`src/rtl/core/prc_pkg.sv`:
```
// Shared constants, tables and types of the polar/rectangular converter.
`default_nettype none

package prc_pkg;

  localparam int COMPONENT_BITS = 16;
  localparam int ANGLE_BITS     = 16;
  localparam int ITERATIONS     = 16;

  localparam int GUARD  = 36 - COMPONENT_BITS;
  // component datapath: input, guard bits, growth headroom
  localparam int CW     = COMPONENT_BITS + GUARD + 4;
  localparam int ZW     = 32;
  localparam int ZSH    = ZW - ANGLE_BITS;
  localparam int GAIN_Q = 24;

  localparam logic [GAIN_Q-1:0] INV_GAIN = GAIN_Q'(10188014);

  // descale multiply is split into two partial products
  localparam int LO_BITS = CW / 2;
  localparam int HI_BITS = CW - LO_BITS;
  localparam int PW      = CW + GAIN_Q + 1;
  localparam int DSH     = GAIN_Q + GUARD;
  localparam int RW      = PW - DSH;

  localparam logic [PW-1:0] DS_RND  = PW'(1) << (DSH - 1);
  localparam logic [ZW-1:0] ANG_RND = ZW'(1) << (ZSH - 1);

  localparam logic [ZW-1:0] TURN_HALF    = ZW'(1) << (ZW - 1);
  localparam logic [ZW-1:0] TURN_QUARTER = ZW'(1) << (ZW - 2);

  localparam int QDEPTH = 4;
  localparam int QAW    = $clog2(QDEPTH);

  // accept edge to the edge that takes the result
  localparam int LATENCY = ITERATIONS + 4;

  typedef enum logic {
    CMD_TO_POLAR = 1'b0,
    CMD_TO_RECT  = 1'b1
  } prc_cmd_t;

  // atan(2^-i), 2^32 units per turn
  localparam logic [ZW-1:0] ATAN_TAB [32] = '{
    32'h20000000, 32'h12E4051E, 32'h09FB385B, 32'h051111D4,
    32'h028B0D43, 32'h0145D7E1, 32'h00A2F61E, 32'h00517C55,
    32'h0028BE53, 32'h00145F2F, 32'h000A2F98, 32'h000517CC,
    32'h00028BE6, 32'h000145F3, 32'h0000A2FA, 32'h0000517D,
    32'h000028BE, 32'h0000145F, 32'h00000A30, 32'h00000518,
    32'h0000028C, 32'h00000146, 32'h000000A3, 32'h00000051,
    32'h00000029, 32'h00000014, 32'h0000000A, 32'h00000005,
    32'h00000003, 32'h00000001, 32'h00000001, 32'h00000000
  };

  // fields that ride along unchanged to the output stage
  typedef struct packed {
    prc_cmd_t                         cmd;
    logic signed [COMPONENT_BITS-1:0] xi;
    logic signed [COMPONENT_BITS-1:0] yi;
    logic        [COMPONENT_BITS-1:0] mag;
    logic        [ANGLE_BITS-1:0]     ang;
    logic                             zero;
  } prc_side_t;

  typedef struct packed {
    prc_side_t        side;
    logic signed [CW-1:0] x;
    logic signed [CW-1:0] y;
    logic [ZW-1:0]        z;
  } prc_item_t;

endpackage

`default_nettype wire

```
`src/rtl/core/prc_front.sv`:
```
// Front end: request handshake, sign/quadrant normalization, queue push.
`default_nettype none

module prc_front import prc_pkg::*; (
  input  logic                             rst,
  input  logic                             start,
  input  logic                             cmd,
  input  logic signed [COMPONENT_BITS-1:0] x_in,
  input  logic signed [COMPONENT_BITS-1:0] y_in,
  input  logic signed [COMPONENT_BITS-1:0] mag_in,
  input  logic        [ANGLE_BITS-1:0]     angle_in,
  input  logic                             q_full,
  output logic                             busy,
  output logic                             push,
  output prc_item_t                        item
);

  logic signed [CW-1:0]         xs;
  logic signed [CW-1:0]         ys;
  logic signed [CW-1:0]         ms;
  logic [COMPONENT_BITS-1:0]    mabs;
  logic [ANGLE_BITS-1:0]        a;
  logic [ZW-1:0]                za;
  logic [ZW-1:0]                zq;

  assign busy = rst || q_full;
  assign push = start && !busy;

  always_comb begin
    xs   = CW'(x_in) <<< GUARD;
    ys   = CW'(y_in) <<< GUARD;
    mabs = mag_in;
    a    = angle_in;
    // negative magnitude: flip it and add half a turn
    if (mag_in[COMPONENT_BITS-1]) begin
      mabs = (~mag_in) + COMPONENT_BITS'(1);
      a    = angle_in + {1'b1, {(ANGLE_BITS-1){1'b0}}};
    end
    ms = CW'({1'b0, mabs}) <<< GUARD;
    za = {a, {ZSH{1'b0}}};
    zq = za + TURN_QUARTER;

    item           = '0;
    item.side.cmd  = prc_cmd_t'(cmd);
    item.side.xi   = x_in;
    item.side.yi   = y_in;
    item.side.mag  = mabs;
    item.side.ang  = a;
    item.side.zero = (x_in == '0) && (y_in == '0);

    unique case (item.side.cmd)
      CMD_TO_POLAR: begin
        // left half plane: rotate by half a turn first
        if (x_in[COMPONENT_BITS-1]) begin
          item.x = -xs;
          item.y = -ys;
          item.z = TURN_HALF;
        end else begin
          item.x = xs;
          item.y = ys;
          item.z = '0;
        end
      end
      CMD_TO_RECT: begin
        item.y = '0;
        if (zq[ZW-1]) begin
          item.x = -ms;
          item.z = za + TURN_HALF;
        end else begin
          item.x = ms;
          item.z = za;
        end
      end
    endcase
  end

endmodule

`default_nettype wire

```
`config.mk`:
```
export PLATFORM = sky130hd
export DESIGN_NAME = prc_front
export DESIGN_NICKNAME = d
export VERILOG_FILES = /design/src/rtl/core/prc_pkg.sv /design/src/rtl/core/prc_front.sv
export SDC_FILE = /design/constraint.sdc
export NUM_CORES = 1
export LEC_CHECK = 0
export ABC_AREA = 1
export BUFFER_PORTS_ARGS = -buffer_cell sky130_fd_sc_hd__buf_2
export CORE_ASPECT_RATIO = 1.5
export CORE_MARGIN = 2
export CORE_UTILIZATION = 25
export DETAILED_ROUTE_END_ITERATION = 10
export GPL_ROUTABILITY_DRIVEN = 0
export PLACE_DENSITY_LB_ADDON = 0.2
export SYNTH_ARGS = -nofsm -noshare
export SYNTH_HDL_FRONTEND = slang
export SYNTH_SLANG_ARGS = --single-unit
```
`constraint.sdc`:
```
create_clock -name vclk -period 3.3
set_input_delay 0.495 -clock vclk [all_inputs]
set_output_delay 0.495 -clock vclk [all_outputs]
set_load 0.01 [all_outputs]
```
==> results.yml <==
outcome:
  status: "completed"
floorplanning:
  initial_core_util_pct: 25.8
  die_w_um: 91.5
  core_area_um2: 11100
  placementRows: 47
  ios: 248
  die_area_um2: 12400
  die_height_um: 135
finish:
  nets: 751
  seqCellArea_um2: 0
  clock_buffers: 0
  fin_util_pct: 30.4
  areaGrowthSynthToFinish_pct: 17.8
  drive_above_1_share_pct: 33.8
  flops_and_latches: 0
  diodes: 0
  fillers: 1324
  fin_area_um2: 3380
  multi_input_area_um2: 1900
power:
  leakage_uw: 0.00215
  ir_drop_mv: 0.0468
  p_per_area_nw_per_um2: 151
  power_uw: 511
worst_setup_path:
  cp.arrival_ps: 2320
  critPathMaxStageDelay_ps: 330
  crit_family: "simple AND/OR/NAND/NOR gates"
  crit_fanout: 4
  path_class: "input pin to output port"
  required_ps: 2800
  critPathBufInv: 4
  start_kind: "input pin"
  worstSetupEndpointType: "output port"
  crit_slowest_cell: "nor4_1"
  path_cells: "buf_2 > inv_1 > ha_1 > inv_1 > nor3_1 > nand4_1 > nor2_1 > nand4_1 > nor4_1 > buf_2"
synth:
  synth_top_area_share_pct: 27.7
  synth_warnings: 0
  synthTopCellsByCount: "113 x nand2_1, 106 x buf_4, 75 x inv_1, 42 x nor2_1, 36 x nand3_1"
  synth_cell_types: 39
  synth_most_common_cell: "nand2_1"
  avgSynthCellArea_um2: 5.25
  seq_area_frac_synth_pct: 0
  synth_cells: 546
  netlist_area_um2: 2870
  ys_top_cells_by_area: "buf_4 28%, nand2_1 15%, inv_1 9.8%"
  synth_top_cell_by_area: "buf_4"
route:
  firstDrtPassIters: 4
  drtIter0Drc: 115
  vias: 3523
  ant_nets: 0
  wirelength_mm: 9.85
  wl_per_cell_um: 12.0
  drc_errors: 0
  via_per_inst: 4.28
timing:
  rsz0062_at_grt: "false"
  setup_viol: 0
  min_period_over_period_pct: 85.3
  finalCriticalPeriod_ps: 2820
  fin_tns_setup_ps: 0
  fmaxAchievable_ghz: 0.355
  relSlewSlack_pct: 63.9
  report.final.slew_viol_count: 0
  worst_pin_slew_ps: 540
  finalHoldViolations: 0
grt:
  grt_overflow: 0
  first_global_vias: 3063
  grt_max_degree: 41
  grtUsageTotal_pct: 14.4
  antenna_found_initial: 0
  grt_pass1_wl_mm: 14.8
worst_hold_path:
  hold_path.class: "input pin to output port"
cts:
  cts-resized-gates: 0
  post-cts-setup-buffers: 0
  postCtsHoldBufs: 0
place:
  io_buffers: 192
  dp_hpwl_mm: 8.59
  placed_cell_area_um2: 3380
job:
  maxCapViolations: 0
-- kinds of logic (layout without fill, tap and decap cells) --
kind of cell,count (synthesis),after routing,share of synthesized area [%]
adder cells (fa/ha/maj),4,4,1.75
other,1,56,0.131
XOR/XNOR,1,1,0.305
AND/OR/NAND/NOR,258,258,41.9
AO/OA/AOI/OAI,81,81,15.1
buffers and inverters,201,277,40.9
-- cell usage in the layout (no fill, tap or decap) --
cell type | Yosys | layout
buf_2 | 3 | 192
nand2_1 | 113 | 113
inv_1 | 75 | 75
conb_1 | 1 | 56
nor2_1 | 42 | 42
nand3_1 | 36 | 36
o21ai_0 | 33 | 33
a21oi_1 | 32 | 32
nor3_1 | 18 | 18
nand2_2 | 12 | 12
nand4_1 | 9 | 9
nand3b_1 | 6 | 6
nor2_2 | 6 | 6
o21ai_1 | 5 | 5
nand3_2 | 5 | 5
inv_2 | 5 | 5
ha_1 | 4 | 4
o21a_1 | 3 | 3
and3_1 | 3 | 3
buf_4 | 106 | 3
o22ai_1 | 2 | 2
o31ai_1 | 2 | 2
or2_2 | 2 | 2
nor4_2 | 1 | 1
nor2_4 | 1 | 1
and2_1 | 1 | 1
clkinv_2 | 1 | 1
xnor2_1 | 1 | 1
or2_1 | 1 | 1
nand2_4 | 1 | 1
clkinv_1 | 1 | 1
a21o_1 | 1 | 1
a31oi_1 | 1 | 1
o32ai_1 | 1 | 1
o41ai_1 | 1 | 1
nor4_1 | 1 | 1
-- area by class of cell --
cell class,instances,area share (%)
timing repair buffer,195,29.1
inverter,82,9.15
tap,147,5.44
multi-input combinational,400,56.3
-- metal layers --
metal	global-route usage [%]	share of wire, %	up-vias
met1	15.1	37	1520
met3	1.17	6.7	7
li1	-	-	1840
met4	1.18	0.91	0
met2	31.0	55	156
met5	0	0	-
-- where the power goes --
group	switching, uW	internal [uW]	total (uW)
sequential	0	0	0
clock	0	0	0
combinational	331	179	511
total	331	179	511
-- path summary, 6_finish.rpt --
kind	start	to	slack (ps)	depth (start not counted)
worst max-delay path	y_in[0]	item[112]	480	10
worst min-delay path	angle_in[6]	item[119]	1190	2
-- stage by stage --
stage	worst slack, ps	cells	hold slack [ps]
6_report	485	824	1190
3_5_place_dp	421	824	1190
3_3_place_gp	408	824	1190
2_1_floorplan	913	601	1040
4_1_cts	417	824	1190
5_1_grt	181	824	1200
No activity file was read; power rests on OpenSTA's default activity.
