File: config.mk
export PLATFORM = sky130hd
export DESIGN_NAME = prc_queue
export DESIGN_NICKNAME = d
export VERILOG_FILES = /design/src/rtl/core/prc_pkg.sv /design/src/rtl/core/prc_queue.sv
export SDC_FILE = /design/constraint.sdc
export NUM_CORES = 1
export LEC_CHECK = 0
export ABC_AREA = 1
export BUFFER_PORTS_ARGS = -buffer_cell sky130_fd_sc_hd__buf_2
export CORE_AREA = 5 5 228 230
export CTS_BUF_LIST = sky130_fd_sc_hd__clkbuf_4
export DETAILED_ROUTE_END_ITERATION = 10
export DIE_AREA = 0 0 233 235
export PLACE_DENSITY = 0.76
export SYNTH_ARGS = -nofsm -noshare
export SYNTH_HDL_FRONTEND = slang
export SYNTH_SLANG_ARGS = --single-unit
File: constraint.sdc
create_clock -name clk -period 4.9 [get_ports clk]
set_clock_uncertainty 0.2 [all_clocks]
set_input_delay 0.98 -clock clk [delete_from_list [all_inputs] [get_ports clk]]
set_output_delay 0.98 -clock clk [all_outputs]
set_load 0.02 [all_outputs]
File: src/rtl/core/prc_pkg.sv
// Shared constants, tables and types of the polar/rectangular converter.
`default_nettype none

package prc_pkg;

  localparam int COMPONENT_BITS = 16;
  localparam int ANGLE_BITS     = 16;
  localparam int ITERATIONS     = 16;

  localparam int GUARD  = 36 - COMPONENT_BITS;
  // component datapath: input, guard bits, growth headroom
  localparam int CW     = COMPONENT_BITS + GUARD + 4;
  localparam int ZW     = 32;
  localparam int ZSH    = ZW - ANGLE_BITS;
  localparam int GAIN_Q = 24;

  localparam logic [GAIN_Q-1:0] INV_GAIN = GAIN_Q'(10188014);

  // descale multiply is split into two partial products
  localparam int LO_BITS = CW / 2;
  localparam int HI_BITS = CW - LO_BITS;
  localparam int PW      = CW + GAIN_Q + 1;
  localparam int DSH     = GAIN_Q + GUARD;
  localparam int RW      = PW - DSH;

  localparam logic [PW-1:0] DS_RND  = PW'(1) << (DSH - 1);
  localparam logic [ZW-1:0] ANG_RND = ZW'(1) << (ZSH - 1);

  localparam logic [ZW-1:0] TURN_HALF    = ZW'(1) << (ZW - 1);
  localparam logic [ZW-1:0] TURN_QUARTER = ZW'(1) << (ZW - 2);

  localparam int QDEPTH = 4;
  localparam int QAW    = $clog2(QDEPTH);

  // accept edge to the edge that takes the result
  localparam int LATENCY = ITERATIONS + 4;

  typedef enum logic {
    CMD_TO_POLAR = 1'b0,
    CMD_TO_RECT  = 1'b1
  } prc_cmd_t;

  // atan(2^-i), 2^32 units per turn
  localparam logic [ZW-1:0] ATAN_TAB [32] = '{
    32'h20000000, 32'h12E4051E, 32'h09FB385B, 32'h051111D4,
    32'h028B0D43, 32'h0145D7E1, 32'h00A2F61E, 32'h00517C55,
    32'h0028BE53, 32'h00145F2F, 32'h000A2F98, 32'h000517CC,
    32'h00028BE6, 32'h000145F3, 32'h0000A2FA, 32'h0000517D,
    32'h000028BE, 32'h0000145F, 32'h00000A30, 32'h00000518,
    32'h0000028C, 32'h00000146, 32'h000000A3, 32'h00000051,
    32'h00000029, 32'h00000014, 32'h0000000A, 32'h00000005,
    32'h00000003, 32'h00000001, 32'h00000001, 32'h00000000
  };

  // fields that ride along unchanged to the output stage
  typedef struct packed {
    prc_cmd_t                         cmd;
    logic signed [COMPONENT_BITS-1:0] xi;
    logic signed [COMPONENT_BITS-1:0] yi;
    logic        [COMPONENT_BITS-1:0] mag;
    logic        [ANGLE_BITS-1:0]     ang;
    logic                             zero;
  } prc_side_t;

  typedef struct packed {
    prc_side_t        side;
    logic signed [CW-1:0] x;
    logic signed [CW-1:0] y;
    logic [ZW-1:0]        z;
  } prc_item_t;

endpackage

`default_nettype wire

File: src/rtl/core/prc_queue.sv
// Short request queue between the front end and the CORDIC back end.
`default_nettype none

module prc_queue import prc_pkg::*; (
  input  logic      clk,
  input  logic      rst,
  input  logic      push,
  input  prc_item_t din,
  input  logic      pop,
  output prc_item_t dout,
  output logic      empty,
  output logic      full
);

  prc_item_t      mem [QDEPTH];
  logic [QAW-1:0] wr_ptr;
  logic [QAW-1:0] rd_ptr;
  logic [QAW:0]   count;

  assign dout  = mem[rd_ptr];
  assign empty = (count == '0);
  assign full  = (count == (QAW+1)'(QDEPTH));

  always_ff @(posedge clk) begin
    if (rst) begin
      wr_ptr <= '0;
      rd_ptr <= '0;
      count  <= '0;
    end else begin
      if (push) wr_ptr <= wr_ptr + 1'b1;
      if (pop) rd_ptr <= rd_ptr + 1'b1;
      if (push && !pop) begin
        count <= count + 1'b1;
      end else if (pop && !push) begin
        count <= count - 1'b1;
      end
    end
  end

  always_ff @(posedge clk) begin
    if (push) mem[wr_ptr] <= din;
  end

endmodule

`default_nettype wire

==> flow_summary.json, run 1 <==
{
  "setup_violations": 0,
  "drc_errors": 0,
  "cts_setup_buffers": 0,
  "syn_area_mm2": 0.0266,
  "grt_max_degree": 151,
  "crit_path_start_kind": "register",
  "cts_tree": "built",
  "synth_common_cells": "edfxtp_1 (712), nor2_1 (362), o21ai_0 (196)",
  "finalHoldViolCount": 0,
  "grtUsageMet1_pct": 27.3,
  "ys_ff_latch": 721,
  "fmax_mhz": 217,
  "cts_htree_levels": 4,
  "slowest_stage": "buf_4",
  "required_ns": 3.72,
  "worst-path-stages": 4,
  "rows": 82,
  "total_power_mw": 13.4,
  "maxCapViolCount": 0,
  "vias_per_cell": 5.57,
  "setup_ws_ns": 0.293,
  "core-area_mm2": 0.0497,
  "hold_depth": 3,
  "cts_made_buffers": 173,
  "cp_slowest_stage_delay_ns": 0.82,
  "synthCells": 1779,
  "dp_slack_ns": 1.12,
  "first_pass_iters": 5,
  "synth.area.top_cells": "edfxtp_1 (80%), nor2_1 (5.1%), o22ai_1 (4.2%)",
  "yosysMostFrequentCell": "edfxtp_1",
  "ys.flop_type": "edfxtp_1",
  "drt_iter0_drc": 1547,
  "end_kind": "primary output",
  "path_cells": "buf_4, o21ai_0, o22ai_1, buf_2",
  "finalMaxSlewViolations": 0,
  "grt_pass1_wl_mm": 100,
  "slew_headroom_pct": 31.6,
  "drive_gt1_share_pct": 26.4,
  "fin_crit_sh_pct": 94.0,
  "cts_root_buf": "clkbuf_4",
  "cts_num_sinks": 721,
  "n_fill_cell": 3375,
  "area.growth.synth_to_final_pct": 24.4,
  "grt_use_met3_pct": 7.38,
  "crit_arrival_ns": 3.43,
  "clockBufferDepth": 3,
  "wirelength_mm": 65.9,
  "grt_pass1_vias": 18465,
  "critical-path-top-delay-family": "buffers and inverters",
  "met2_usage_pct": 40.4,
  "syn_avg_cell_area_um2": 15.0,
  "yosys.area.top_type": "edfxtp_1",
  "die_x_um": 233,
  "port_buffers": 361,
  "yosysWarnings": 0,
  "placed_area_mm2": 0.0291,
  "top_usage_layer": "met2",
  "p_per_area_mw_per_mm2": 405,
  "hold_path.class": "primary input to register",
  "antenna_found_initial": 10,
  "routabilityCongestion": 0.825,
  "seq_area_frac_synth_pct": 81.0,
  "track_usage_pct": 23.6,
  "initial_utilization_pct": 53.6,
  "via_count": 17925,
  "detail-route-antenna-nets": 0,
  "path_class": "register to primary output",
  "worstRegToRegCells": 5,
  "status": "finished clean",
  "clk_pin_slew_ns": 0.07,
  "nets": 2599,
  "die_area_mm2": 0.0548,
  "peakVddDrop_v": 0.000359,
  "synth_edf_count": 712,
  "path_buf_inv": 2,
  "design_area_mm2": 0.0331,
  "synthDistinctLibCells": 21,
  "grt-ovfl-total": 0,
  "synth.top_cell.area_share_pct": 80.3,
  "min_period_ns": 4.61,
  "clock_latency_ns": 0.99,
  "die_y_um": 235,
  "io_pins": 362,
  "synthesis.nets": 1967,
  "hpwl_mm": 35.5,
  "async_flop_share_pct": 0,
  "cp_max_fo": 96,
  "power.static_leakage_nw": 11.8,
  "tightest_slew_ns": 1.03,
  "avgRoutedWirePerCell_um": 20.4
}
-- tightest hold or removal path, cell delays in order --
cell,delay [ns]
buf_2,0.14
inv_1,0.11
a21oi_1,0.07
-- kinds of logic (layout without fill, tap and decap cells) --
| group | Yosys count | after routing | share of synthesized area (%) |
|---|---|---|---|
| DFF | 721 | 721 | 81.0 |
| AOI/OAI and AO/OA | 542 | 542 | 11.0 |
| and+or+nand+nor | 375 | 375 | 5.31 |
| buffers and inverters | 134 | 890 | 2.29 |
| adders and majority gates | 6 | 6 | 0.310 |
| xor gates and xnor gates | 1 | 1 | 0.0329 |
| other | 0 | 14 | 0 |
-- cell usage in the layout (no fill, tap or decap), drive strengths merged --
cell type	instances
nand2	9
bufinv	2
fa	1
nor2	362
edfxtp	712
clkinv	37
xor2	1
dlygate4sd3	180
a21oi	3
clkinvlp	8
buf	394
o21ai	361
nor3	2
inv	17
nand3	1
clkbuf	252
dfxtp	9
o22ai	178
ha	5
nand4	1
diode	14
-- metrics by stage --
stage               cells   TNS (ns)  util, %  hold slack, ns
floorplan            1779          0        -           0.212
global placement     2728          0     58.6           0.301
detailed placement   2728          0     58.6           0.329
CTS                  3207          0     66.6          0.0235
global route         3217  -0.000743     66.6           0.108
finish               3221          0     66.7           0.160
-- per-layer routing --
metal  wire length (um)  part of all wire [%]  up-vias
met1              24100                    37     8791
li1                   -                     -     8153
met4               2340                   3.5        4
met3               5140                   7.8      166
met2              34200                    52      811
met5                 27                 0.041        -
-- where the power goes --
part           internal, mW  switching, mW  total (mW)  leakage, nW
sequential             7.05         0.0824        7.14         6.62
combinational         0.491           1.03        1.52         3.91
clock                  2.46           2.28        4.74         1.27
-- path summary, 6_finish.rpt --
check                         start                      to  slack [ns]
min                            push  wr_ptr[0]$_SDFFE_PP0P_        0.16
min reg2reg  rd_ptr[0]$_SDFFE_PP0P_  rd_ptr[0]$_SDFFE_PP0P_        0.35
max reg2reg  wr_ptr[0]$_SDFFE_PP0P_   mem[0][122]$_DFFE_PP_        2.24
max                        register               dout[135]        0.29
-- flip-flops by register name, indices dropped and copies added, names as in the netlist, named ones only --
register,count
wr_ptr,2
count,3
rd_ptr,2
mem,712
-- area by class of cell --
type | instances | area [um^2] | share of cell area, %
flip-flops and latches | 721 | 21600 | 65.2
multi-input cells | 924 | 4440 | 13.4
repair buffers | 574 | 3990 | 12.0
clock buffers | 252 | 1890 | 5.71
well taps | 672 | 841 | 2.54
clock inverters | 47 | 253 | 0.764
inverters | 17 | 88.8 | 0.268
diodes | 14 | 35.0 | 0.106
-- timing repair --
| item | 4_1_cts | 5_1_grt |
|---|---|---|
| hold endpoints to repair | 715 | 0 |
| resized for setup | 1 | 0 |
| hold buffers | 180 | 0 |
| setup endpoints to repair | 8 | 0 |
No activity file was read; power rests on OpenSTA's default activity.
==> inputs of run 2 (changes only) <==
- ABC_AREA: 1 -> unset
- CORE_AREA: 5 5 228 230 -> 5 5 224 226
- DIE_AREA: 0 0 233 235 -> 0 0 229 231
- PLACE_DENSITY: 0.76 -> 0.74
- clock period: 4.9 -> 5.2 ns (I/O delays scaled with it)
==> run 2 against run 1 <==
  * Combinational power hardly changed
  * First-iteration DRC count is 38% lower
  * Non-clock buffer count decreased by 17
  * Largest cell class unchanged
  * Largest power group unchanged
==> flow_summary.json, run 2 <==
{
  "status": "finished clean",
  "seqPwrFrac_pct": 52.7,
  "setup_violations": 0,
  "hold_path.class": "primary input to register",
  "synth_common_cells": "edfxtp_1 (712), mux4_2 (178), buf_2 (19)",
  "final_common_cell": "edfxtp_1",
  "cts_htree_levels": 4,
  "cp_max_fo": 75,
  "drc_errors": 0,
  "yosysWarnings": 0,
  "synthCells": 974,
  "avgRoutedWirePerCell_um": 22.1,
  "min_period_ns": 4.01,
  "cts_tree": "built",
  "fin_crit_sh_pct": 77.1,
  "end_kind": "primary output",
  "sw_frac_of_total_pct": 24.0,
  "regMostFlops": "mem",
  "via_count": 13040,
  "fmax_mhz": 250,
  "cts_root_buf": "clkbuf_4",
  "grt_pass1_vias": 14385,
  "place_inst": 1933,
  "ys_ff_latch": 721,
  "area.growth.synth_to_final_pct": 25.4,
  "grt_pass1_wl_mm": 83.2,
  "drt_iter0_drc": 956,
  "peakVddDrop_v": 0.000296,
  "synth.top_cell.area_share_pct": 81.9,
  "clk_pin_slew_ns": 0.07,
  "die_area_mm2": 0.0529,
  "grt_setup_unrepaired": "false",
  "syn_avg_cell_area_um2": 26.8,
  "routabilityCongestion": 0.765,
  "finalNonFillerCells": 2421,
  "synth_edf_count": 712,
  "path_class": "register to primary output",
  "path_cells": "buf_12, mux4_2, buf_2",
  "required_ns": 3.96,
  "wirelength_mm": 53.4,
  "synth_xor_area_share_pct": 0.168,
  "tightest_slew_ns": 0.936,
  "crit_path_start_kind": "register",
  "p_clk_share_pct": 35.7,
  "io_pins": 362,
  "synth-compound-area-share_pct": 0.0383,
  "first_pass_iters": 5,
  "multi_input_area_mm2": 0.00425,
  "combPwrFrac_pct": 11.7,
  "clockBufferDepth": 3,
  "die_x_um": 229,
  "worstRegToRegCells": 4,
  "cts_made_buffers": 177,
  "hold_depth": 3,
  "seq_area_frac_synth_pct": 82.6,
  "core-area_mm2": 0.0481,
  "top_regs": "mem (712), count (3)",
  "maxCapViolCount": 0,
  "seqCellArea_mm2": 0.0216,
  "nets": 1857,
  "synthDistinctLibCells": 20,
  "final_cell_mix": "edfxtp_1 (712), buf_2 (361), clkbuf_4 (252)",
  "p_per_area_mw_per_mm2": 392,
  "synth.area.top_cells": "edfxtp_1 (82%), mux4_2 (15%), dfxtp_1 (0.69%)",
  "finalMaxSlewViolations": 0,
  "synthesis.nets": 1162,
  "synth_top_family_by_area": "multiplexers",
  "grt_max_degree": 83,
  "power.static_leakage_nw": 11.3,
  "ys.flop_type": "edfxtp_1",
  "clock_latency_ns": 0.96,
  "die_y_um": 231,
  "n_fill_cell": 2920,
  "hpwl_mm": 29.5,
  "detail-route-antenna-nets": 0,
  "largest_reg_flops": 712,
  "setup_tns_ns": 0,
  "switching_power_mw": 3.08,
  "finalHoldViolCount": 0,
  "port_buffers": 361,
  "track_usage_pct": 20.8,
  "vias_per_cell": 5.39,
  "muxShareOfSynthArea_pct": 15.4,
  "synthSimpleGateAreaFrac_pct": 0.283,
  "drive_gt1_share_pct": 46.5,
  "syn_area_mm2": 0.0261,
  "rows": 81,
  "async_flop_share_pct": 0,
  "slew_headroom_pct": 37.6,
  "cp_slowest_stage_delay_ns": 0.64,
  "synthAdderAreaFrac_pct": 0.316,
  "crit_arrival_ns": 2.77,
  "slowest_stage": "mux4_2",
  "yosys.area.top_type": "edfxtp_1",
  "antenna_found_initial": 9,
  "grt-ovfl-total": 0,
  "cts_num_sinks": 721,
  "cell_internal_pwr_mw": 9.74,
  "yosysMostFrequentCell": "edfxtp_1",
  "initial_utilization_pct": 54.2
}
[run 2: cell count changes in the layout (fill, tap and decap cells not counted), sizes merged, moves of 3 or more]
cell | previous run | this run
and2 | 0 | 4
buf | 394 | 378
clkinvlp | 8 | 5
diode | 14 | 9
inv | 17 | 8
mux4 | 0 | 178
nand2 | 9 | 1
nor2 | 362 | 7
o21ai | 361 | 1
o22ai | 178 | 0
[run 2: area by class of cell]
class                           instances  area share [%]
Timing Repair Buffer                  557            11.8
Sequential cell                       721            65.9
Tap cell                              622            2.38
Antenna cell                            9          0.0688
Clock inverter                         48            1.03
Inverter                                4          0.0459
Multi-Input combinational cell        208            13.0
Clock buffer                          252            5.78
[run 2: through the flow]
step                      utilization [%]  total power, mW  hold WS, ns  area, um^2  setup WS (ns)
after CTS                            68.0             13.0       0.0582       32700          0.991
after global routing                 68.0             13.4       0.0849       32700          0.912
after global placement               59.6             8.24        0.279       28700           2.14
after floorplan                         -             7.76        0.266       26100           1.34
after detailed placement             59.6             8.27        0.290       28700           2.13
final                                68.0             12.8        0.227       32700           1.19
[run 2: repair_timing]
action | 4_1_cts | 5_1_grt
gates resized for setup | 0 | 0
hold buffers | 179 | 0
endpoints found under the hold margin | 717 | 0
buffers inserted | 0 | 0
[run 2: cells by family (layout without fill, tap and decap cells)]
logic type / after synthesis / count (layout)
other cells: 0 / 9
simple gates: 15 / 15
fa+ha+maj: 6 / 6
buf+inv: 45 / 861
flops: 721 / 721
compound gates: 2 / 2
xor+xnor: 5 / 5
mux: 180 / 180
[run 2: per-layer routing]
layer	vias to the layer above	GRT usage, %	wire length [um]
met2	564	33.3	27500
met1	6672	26.1	20200
li1	5734	-	-
met4	2	7.09	941
met3	68	8.58	4710
met5	-	0	7
[run 2: power by group through the flow]
| stage | combinational (mW) | sequential, mW | clock (mW) |
|---|---|---|---|
| after CTS | 1.52 | 6.75 | 4.69 |
| after detailed placement | 1.40 | 6.87 | 0 |
| after floorplan | 0.897 | 6.86 | 0 |
| after global placement | 1.39 | 6.85 | 0 |
| after global routing | 1.60 | 6.76 | 5.09 |
| final | 1.50 | 6.75 | 4.57 |
[run 2: path summary, 6_finish.rpt]
check	to	slack [ns]	startpoint
max	dout[97]	1.19	register
min	register	0.23	pop
max reg2reg	mem[1][108]$_DFFE_PP_	2.80	wr_ptr[1]$_SDFFE_PP0P_
min reg2reg	register	0.32	rd_ptr[0]$_SDFFE_PP0P_
[run 2: critical path: cells and delay by family, from the launching register on]
kind     cells  cell delay, ns
flops        1            0.38
mux          1            0.64
buf+inv      2            0.61
==> inputs of run 3 (changes only) <==
- CORE_AREA: 5 5 224 226 -> 5 5 228 230
- DIE_AREA: 0 0 229 231 -> 0 0 233 235
- PLACE_DENSITY: 0.74 -> 0.75
- clock period: 5.2 -> 3.5 ns (I/O delays scaled with it)
==> run 3 against run 2 <==
  * Setup slack worse by 1.1 ns
  * Wire length grew 6.6%
  * Clock power is 47% higher
  * Sequential power rose by 48%
  * Largest power group unchanged
  * Total power is 50% higher
  * Die area is 3.5% higher
  * First-iteration DRC count shrank 7.4%
  * Design area is 2.3% higher
==> flow_summary.json, run 3 (synthesis results as in run 2) <==
{
  "status": "finished clean",
  "slew_headroom_pct": 42.7,
  "setup_violations": 0,
  "cts_num_sinks": 721,
  "routabilityCongestion": 0.725,
  "fin_crit_sh_pct": 97.6,
  "final_util_pct": 67.5,
  "finalHoldViolCount": 0,
  "n_fill_cell": 3103,
  "clockBufferDepth": 3,
  "cp_max_fo": 13,
  "drc_errors": 0,
  "design_area_mm2": 0.0335,
  "die_area_mm2": 0.0548,
  "p_per_area_mw_per_mm2": 574,
  "peakVddDrop_v": 0.000469,
  "final_common_cell": "edfxtp_1",
  "clock_latency_ns": 0.94,
  "regMostFlops": "mem",
  "crit_arrival_ns": 2.52,
  "antenna_found_initial": 10,
  "clk_pin_slew_ns": 0.07,
  "top_regs": "mem (712), count (3)",
  "placed_area_mm2": 0.0289,
  "whs_ns": 0.282,
  "tightest_slew_ns": 0.860,
  "drive_gt1_share_pct": 46.6,
  "avgRoutedWirePerCell_um": 22.7,
  "cts_htree_levels": 4,
  "seqCellArea_mm2": 0.0216,
  "grt-ovfl-total": 0,
  "min_period_ns": 3.42,
  "vias_per_cell": 5.30,
  "via_count": 13292,
  "initial_utilization_pct": 52.6,
  "power.static_leakage_nw": 11.6,
  "wirelength_mm": 57.0,
  "largest_reg_flops": 712,
  "port_buffers": 361,
  "multi_input_area_mm2": 0.00425,
  "final_cell_mix": "edfxtp_1 (712), buf_2 (329), clkbuf_4 (251)",
  "die_x_um": 233,
  "fmax_mhz": 293,
  "detail-route-antenna-nets": 0,
  "track_usage_pct": 20.6,
  "cts_tree": "built",
  "grt_setup_unrepaired": "true",
  "first_pass_iters": 6,
  "grt_pass1_vias": 14354,
  "setup_tns_ns": 0,
  "rows": 82,
  "hpwl_mm": 30.0,
  "crit_path_start_kind": "register",
  "end_kind": "primary output",
  "io_pins": 362,
  "cts_made_buffers": 179,
  "area.growth.synth_to_final_pct": 28.3,
  "drt_iter0_drc": 885,
  "die_y_um": 235,
  "cts_root_buf": "clkbuf_4",
  "nets": 1887,
  "maxCapViolCount": 0,
  "core-area_mm2": 0.0497,
  "hold_path.class": "primary input to register",
  "required_ns": 2.60,
  "grt_max_degree": 119,
  "grt_pass1_wl_mm": 84.4,
  "finalMaxSlewViolations": 0,
  "path_class": "register to primary output"
}
==> run 3: routing by layer <==
metal | part of all wire (%) | track usage (%) | wire (um)
met3 | 7.9 | 7.61 | 4510
met1 | 37 | 26.0 | 21400
met4 | 2.2 | 7.45 | 1280
met5 | 0.023 | 0 | 13
met2 | 52 | 33.1 | 29800
==> run 3: power by group <==
part           switching, mW  internal, mW  leakage (nW)
Sequential             0.104          9.92          6.62
Combinational           1.36          1.11          3.71
Clock                   3.21          3.51          1.28
==> run 3: cell type report <==
type / count / share of cell area, %
timing repair buffer: 585 / 13.7
multi-input combinational: 208 / 12.7
clock inverter: 56 / 0.915
clock buffer: 251 / 5.62
sequential: 721 / 64.4
antenna: 13 / 0.0971
inverter: 4 / 0.0448
tap: 672 / 2.51
==> run 3: critical path, stage by stage, from the launching register on <==
cell and delay, ns:
dfxtp_4 0.42, buf_12 0.23, buf_16 0.20, mux4_2 0.54, buf_2 0.18
==> run 3: through the flow <==
| step | instances | power [mW] | setup WS [ns] |
|---|---|---|---|
| after floorplan | 974 | 11.5 | 0.910 |
| after global placement | 1991 | 12.3 | 0.827 |
| after detailed placement | 1991 | 12.3 | 0.822 |
| after CTS | 2493 | 19.3 | -0.0998 |
| after global routing | 2509 | 20.1 | -0.122 |
| final | 2510 | 19.2 | 0.0829 |
==> run 3: final timing paths <==
check,cells past startpoint,slack (ns),to,startpoint
worst max-delay path,4,0.08,dout[92],register
worst min-delay path,2,0.28,mem[0][166]$_DFFE_PP_,din[166]
worst max register to register,3,1.50,mem[3][18]$_DFFE_PP_,wr_ptr[0]$_SDFFE_PP0P_
worst min register to register,2,0.33,rd_ptr[1]$_SDFFE_PP0P_,rd_ptr[1]$_SDFFE_PP0P_
==> run 3: what timing repair did <==
item / in CTS / in global routing
buffers inserted: 13 / 1
gates cloned: 2 / 4
resized for setup: 38 / 49
hold endpoints to repair: 721 / 0
endpoints found under the setup margin: 170 / 131
hold buffers: 181 / 0
